==> src/rtl/imhq_pkg.sv <==
// Shared types and constants of the indexed min-heap queue.
// Used by imhq_ctrl, imhq_dp and indexed_min_heap_queue_top; no dependencies.
package imhq_pkg;

  localparam int HEAP_SLOTS_DEF = 512;
  localparam int STOP_W         = 9;
  localparam int STOP_SPAN      = 512;
  localparam int TIME_W         = 20;
  localparam int LINE_W         = 16;
  localparam int TR_W           = 8;
  localparam int PREV_W         = 10;
  localparam int OSTOP_W        = 10;
  localparam int CAP_W          = 10;
  localparam int CNTO_W         = 10;
  localparam logic [CAP_W-1:0] CAP_RST = 10'd512;

  localparam logic [1:0] ST_OK     = 2'd0;
  localparam logic [1:0] ST_FULL   = 2'd1;
  localparam logic [1:0] ST_EMPTY  = 2'd2;
  localparam logic [1:0] ST_ABSENT = 2'd3;

  typedef enum logic [1:0] {
    MODE_INS = 2'd0,
    MODE_EXT = 2'd1,
    MODE_DEC = 2'd2,
    MODE_QRY = 2'd3
  } mode_e;

  typedef struct packed {
    logic [STOP_W-1:0]        stop;
    logic [TIME_W-1:0]        tim;
    logic signed [LINE_W-1:0] line;
    logic [TR_W-1:0]          tr;
    logic signed [PREV_W-1:0] prev;
  } heap_item_t;

  typedef enum logic [4:0] {
    S_CLEAR,
    S_IDLE,
    S_DISP,
    S_EX1,
    S_EX2,
    S_EX3,
    S_DN_L,
    S_DN_R,
    S_DN_C,
    S_DN_M,
    S_UP_RD,
    S_UP_C,
    S_UP_M,
    S_MAP,
    S_DKL,
    S_FIN
  } state_e;

  // controller to datapath
  typedef struct packed {
    logic       ld_in;
    logic       clr;
    logic       ins;
    logic       rd_par;
    logic       up_swap;
    logic       up_map;
    logic       fin;
    logic       ex_root;
    logic       ex_last;
    logic       ex_fix;
    logic       rd_l;
    logic       rd_r;
    logic       dn_swap;
    logic       dn_map;
    logic       dk_ld;
    logic       dk_cur;
    logic       done;
    logic [1:0] code;
  } cmd_t;

  // datapath to controller
  typedef struct packed {
    mode_e mode;
    logic  full;
    logic  empty;
    logic  at_root;
    logic  up_less;
    logic  has_l;
    logic  dn_move;
    logic  absent;
    logic  clr_last;
  } stat_t;

endpackage

==> src/rtl/imhq_ctrl.sv <==
// Controller of the indexed min-heap queue: sequences insert, extract,
// decrease-key and query over the datapath. Depends on imhq_pkg.
module imhq_ctrl (
  input  logic           clk_i,
  input  logic           rst_ni,
  input  logic           start,
  output logic           busy,
  input  imhq_pkg::stat_t stat_i,
  output imhq_pkg::cmd_t  cmd_o
);

  imhq_pkg::state_e state_q, state_d;

  always_ff @(posedge clk_i or negedge rst_ni) begin
    if (!rst_ni) begin
      state_q <= imhq_pkg::S_CLEAR;
    end else begin
      state_q <= state_d;
    end
  end

  assign busy = (state_q != imhq_pkg::S_IDLE);

  always_comb begin
    state_d = state_q;
    cmd_o   = '0;
    cmd_o.code = imhq_pkg::ST_OK;
    unique case (state_q)
      imhq_pkg::S_CLEAR: begin
        cmd_o.clr = 1'b1;
        if (stat_i.clr_last) state_d = imhq_pkg::S_IDLE;
      end
      imhq_pkg::S_IDLE: begin
        if (start) begin
          cmd_o.ld_in = 1'b1;
          state_d = imhq_pkg::S_DISP;
        end
      end
      imhq_pkg::S_DISP: begin
        unique case (stat_i.mode)
          imhq_pkg::MODE_INS: begin
            if (stat_i.full) begin
              cmd_o.done = 1'b1;
              cmd_o.code = imhq_pkg::ST_FULL;
              state_d = imhq_pkg::S_IDLE;
            end else begin
              cmd_o.ins = 1'b1;
              state_d = imhq_pkg::S_UP_RD;
            end
          end
          imhq_pkg::MODE_EXT: begin
            if (stat_i.empty) begin
              cmd_o.done = 1'b1;
              cmd_o.code = imhq_pkg::ST_EMPTY;
              state_d = imhq_pkg::S_IDLE;
            end else begin
              state_d = imhq_pkg::S_EX1;
            end
          end
          default: state_d = imhq_pkg::S_MAP;
        endcase
      end
      imhq_pkg::S_EX1: begin
        cmd_o.ex_root = 1'b1;
        state_d = imhq_pkg::S_EX2;
      end
      imhq_pkg::S_EX2: begin
        cmd_o.ex_last = 1'b1;
        state_d = imhq_pkg::S_EX3;
      end
      imhq_pkg::S_EX3: begin
        cmd_o.ex_fix = 1'b1;
        state_d = imhq_pkg::S_DN_L;
      end
      imhq_pkg::S_DN_L: begin
        if (stat_i.has_l) begin
          cmd_o.rd_l = 1'b1;
          state_d = imhq_pkg::S_DN_R;
        end else begin
          state_d = imhq_pkg::S_FIN;
        end
      end
      imhq_pkg::S_DN_R: begin
        cmd_o.rd_r = 1'b1;
        state_d = imhq_pkg::S_DN_C;
      end
      imhq_pkg::S_DN_C: begin
        if (stat_i.dn_move) begin
          cmd_o.dn_swap = 1'b1;
          state_d = imhq_pkg::S_DN_M;
        end else begin
          state_d = imhq_pkg::S_FIN;
        end
      end
      imhq_pkg::S_DN_M: begin
        cmd_o.dn_map = 1'b1;
        state_d = imhq_pkg::S_DN_L;
      end
      imhq_pkg::S_UP_RD: begin
        if (stat_i.at_root) begin
          state_d = imhq_pkg::S_FIN;
        end else begin
          cmd_o.rd_par = 1'b1;
          state_d = imhq_pkg::S_UP_C;
        end
      end
      imhq_pkg::S_UP_C: begin
        if (stat_i.up_less) begin
          cmd_o.up_swap = 1'b1;
          state_d = imhq_pkg::S_UP_M;
        end else begin
          state_d = imhq_pkg::S_FIN;
        end
      end
      imhq_pkg::S_UP_M: begin
        cmd_o.up_map = 1'b1;
        state_d = imhq_pkg::S_UP_RD;
      end
      imhq_pkg::S_MAP: begin
        if (stat_i.mode == imhq_pkg::MODE_QRY) begin
          cmd_o.done = 1'b1;
          state_d = imhq_pkg::S_IDLE;
        end else if (stat_i.absent) begin
          cmd_o.done = 1'b1;
          cmd_o.code = imhq_pkg::ST_ABSENT;
          state_d = imhq_pkg::S_IDLE;
        end else begin
          cmd_o.dk_ld = 1'b1;
          state_d = imhq_pkg::S_DKL;
        end
      end
      imhq_pkg::S_DKL: begin
        cmd_o.dk_cur = 1'b1;
        state_d = imhq_pkg::S_UP_RD;
      end
      imhq_pkg::S_FIN: begin
        cmd_o.fin  = 1'b1;
        cmd_o.done = 1'b1;
        state_d = imhq_pkg::S_IDLE;
      end
      default: state_d = imhq_pkg::S_IDLE;
    endcase
  end

endmodule

==> config.mk <==
export PLATFORM = sky130hd
export DESIGN_NAME = imhq_ctrl
export DESIGN_NICKNAME = d
export VERILOG_FILES = /design/src/rtl/imhq_pkg.sv /design/src/rtl/imhq_ctrl.sv
export SDC_FILE = /design/constraint.sdc
export NUM_CORES = 1
export LEC_CHECK = 0
export BUFFER_PORTS_ARGS = -buffer_cell sky130_fd_sc_hd__buf_4
export CAP_MARGIN = 20
export CORE_AREA = 10 10 48 50
export CTS_CLUSTER_SIZE = 40
export DETAILED_ROUTE_END_ITERATION = 10
export DIE_AREA = 0 0 58 60
export GPL_TIMING_DRIVEN = 1
export PLACE_DENSITY = 0.74
export RECOVER_POWER = 25
export SLEW_MARGIN = 20
export SYNTH_ARGS = -nofsm -noshare
export SYNTH_HDL_FRONTEND = slang
export SYNTH_SLANG_ARGS = --single-unit
export TNS_END_PERCENT = 1
==> constraint.sdc <==
create_clock -name clk_i -period 5.4 [get_ports clk_i]
set_clock_uncertainty 0.15 [all_clocks]
set_input_delay 1.08 -clock clk_i [delete_from_list [all_inputs] [get_ports clk_i]]
set_output_delay 1.08 -clock clk_i [all_outputs]
set_load 0.005 [all_outputs]
==> impl_metrics.py <==
metrics = {
    "status": {
        "status": "finished clean",
    },
    "yosys": {
        "yosysUniqueCellTypes": 36,
        "synth_area_leader_cell": "dfrtp_1",
        "synthesis.nets": 103,
        "ys_seq_area_share_pct": 16.7,
        "async_reset_ff_share_pct": 100,
        "netlist_instances": 90,
        "ys_warn_count": 0,
        "syn-cell-area_um2": 601,
        "synth_top_area_share_pct": 16.7,
        "synth_edf_count": 0,
        "synth.area.top_cells": "dfrtp_1, nand2_1, nor2_1, nor3_1, inv_1",
        "synthFlopType": "dfrtp_1",
        "ys_ff_latch": 4,
        "syn_area_per_cell_um2": 6.67,
    },
    "power_and_ir_drop": {
        "p_per_area_nw_per_um2": 460,
        "peakVddDrop_v": 0.000241,
        "power.leakage_nw": 0.388,
        "finalPower_mw": 0.385,
    },
    "timing": {
        "finalHoldViolCount": 0,
        "worstMarginPinSlew_ns": 0.571,
        "fmax_ghz": 0.301,
        "slew_violations": 0,
        "slew_headroom_pct": 62.0,
        "timing.final.crit_share_pct": 61.5,
        "timing.setup.tns_ns": 0,
        "fin_crit_ns": 3.32,
        "grt_setup_unrepaired": "false",
        "setup_slack_ns": 2.08,
        "finalSetupViolations": 0,
    },
    "grt": {
        "grtUsageTotal_pct": 11.3,
        "grt_max_degree": 20,
        "grt-ovfl-total": 0,
        "grt_pass1_vias": 744,
        "antenna_found_initial": 0,
        "grt_first_pass_wirelength_um": 3170,
    },
    "routing": {
        "drt_iter0_markers": 17,
        "vias_per_cell": 5.92,
        "drc": 0,
        "ant_nets": 0,
        "dr.pass1.iters": 4,
        "wl_per_cell_um": 15.2,
        "wirelength_um": 2030,
        "vias": 788,
    },
    "clocking": {
        "clockRootBuffer": "clkbuf_4",
        "postCtsHoldBufs": 0,
        "ctsResizeCount": 0,
        "clk_latency_ns": 0.23,
        "cts_tree": "yes",
        "path_clk_slew_ns": 0.04,
        "cts_setup_buffers": 0,
        "clockBufferDepth": 2,
        "htree_levels": 1,
        "clkSinkCount": 4,
        "cts_buffers": 3,
    },
    "placement": {
        "dp_slack_ns": 2.29,
        "hpwl_um": 1540,
        "io_buffers": 32,
        "routabilityCongestion": 0.832,
    },
    "layout": {
        "reg_top3": "state_q x4",
        "syn2layout_area_growth_pct": 39.4,
        "n_antenna_cell": 0,
        "largest_reg_flops": 4,
        "fillers": 146,
        "nets": 132,
        "top_register": "state_q",
        "drive_above_1_share_pct": 32.5,
    },
    "floorplanning": {
        "initial_core_util_pct": 41.8,
        "pin_count": 33,
        "die-height_um": 60,
        "die_x_um": 58,
        "dieArea_um2": 3480,
        "rows": 14,
        "core-area_um2": 1440,
    },
    "setup_path": {
        "end_kind": "output port",
        "required_ns": 4.17,
        "startpoint_type": "primary input",
        "r2r_setup_slack_ns": 3.33,
        "r2r_start": "state_q[0]",
        "reg2reg_to": "state_q[1]",
        "path_max_fanout": 11,
        "worstRegToRegCells": 4,
        "crit_type": "in -> out",
        "arrival_ns": 2.09,
    },
    "min_path": {
        "worstHoldPathType": "in -> async",
    },
    "job": {
        "maxCapViolCount": 0,
    },
}
layer usage:
metal | wire, um | part of all wire, % | vias to the layer above | GRT usage [%]
li1 | - | - | 383 | -
met1 | 917 | 45 | 351 | 12.4
met2 | 787 | 39 | 48 | 15.6
met3 | 264 | 13 | 6 | 6.78
met4 | 59 | 2.9 | 0 | 8.39
met5 | 0 | 0 | - | 0
worst max path at each step:
stage | startpoint | end | slack, ns | cells after the start
after floorplan | stat_i[8] | cmd_o[2] | 2.36 | 4
after global placement | stat_i[9] | cmd_o[2] | 2.30 | 5
after detailed placement | stat_i[9] | cmd_o[2] | 2.29 | 5
after CTS | state_q[1] | cmd_o[1] | 2.26 | 4
after global routing | stat_i[9] | cmd_o[2] | 1.98 | 5
final | stat_i[9] | cmd_o[2] | 2.08 | 5
cells in the final DEF, fill, tap and decap left out, types with 3 or more instances in the layout:
| master | count |
|---|---|
| o21ai_0 | 4 |
| dfrtp_1 | 4 |
| buf_4 | 30 |
| clkbuf_4 | 3 |
| nand2_1 | 12 |
| inv_1 | 7 |
| a21oi_1 | 5 |
| nor3_1 | 6 |
| nor2_1 | 11 |
layout make-up:
cell class	instances	area (um^2)	share of cell area (%)
Multi-Input combinational cell	71	435	52.0
Timing Repair Buffer	32	233	27.8
Sequential cell	4	100	12.0
Inverter	7	26.3	3.14
Clock buffer	3	22.5	2.69
Tap cell	16	20.0	2.39
synthesized netlist by cell type (2+ instances only):
cell,number
a21oi_1,5
o22ai_1,2
a31oi_1,2
clkbuf_1,6
inv_1,7
a211oi_1,2
nand2_1,12
dfrtp_1,4
nand2b_1,2
nand3_1,2
o211ai_1,2
nor2_1,11
nor3_1,6
a21boi_0,2
o21ai_0,4
report_power, final:
group | internal (mW) | switching, mW
logic | 0.118 | 0.118
clock network | 0.0248 | 0.0117
registers | 0.0455 | 0.0662
total | 0.189 | 0.196
logic make-up (layout without fill, tap and decap cells):
kind of cell           count (synthesis)  after routing  share of synthesized area [%]
and+or+nand+nor                       42             42                           37.5
muxes                                  1              1                           1.87
buffers and inverters                 15             42                           10.8
DFF                                    4              4                           16.7
AOI/OAI and AO/OA                     28             28                           33.1
worst max-delay path, cell delays in order:
cell and delay (ns):
clkbuf_1 0.39, a211o_1 0.22, nand2_1 0.07, o32ai_1 0.16, buf_4 0.16
through the flow:
step                hold slack, ns  utilization [%]  cell area (um^2)  cells
detailed placement           0.652             57.2               822    130
finish                       0.508             58.3               837    133
CTS                          0.480             58.8               845    133
floorplan                    0.533                -               601     90
global route                 0.517             58.3               837    133
global placement             0.668             57.2               822    130
(Power assumes the default switching activity.)
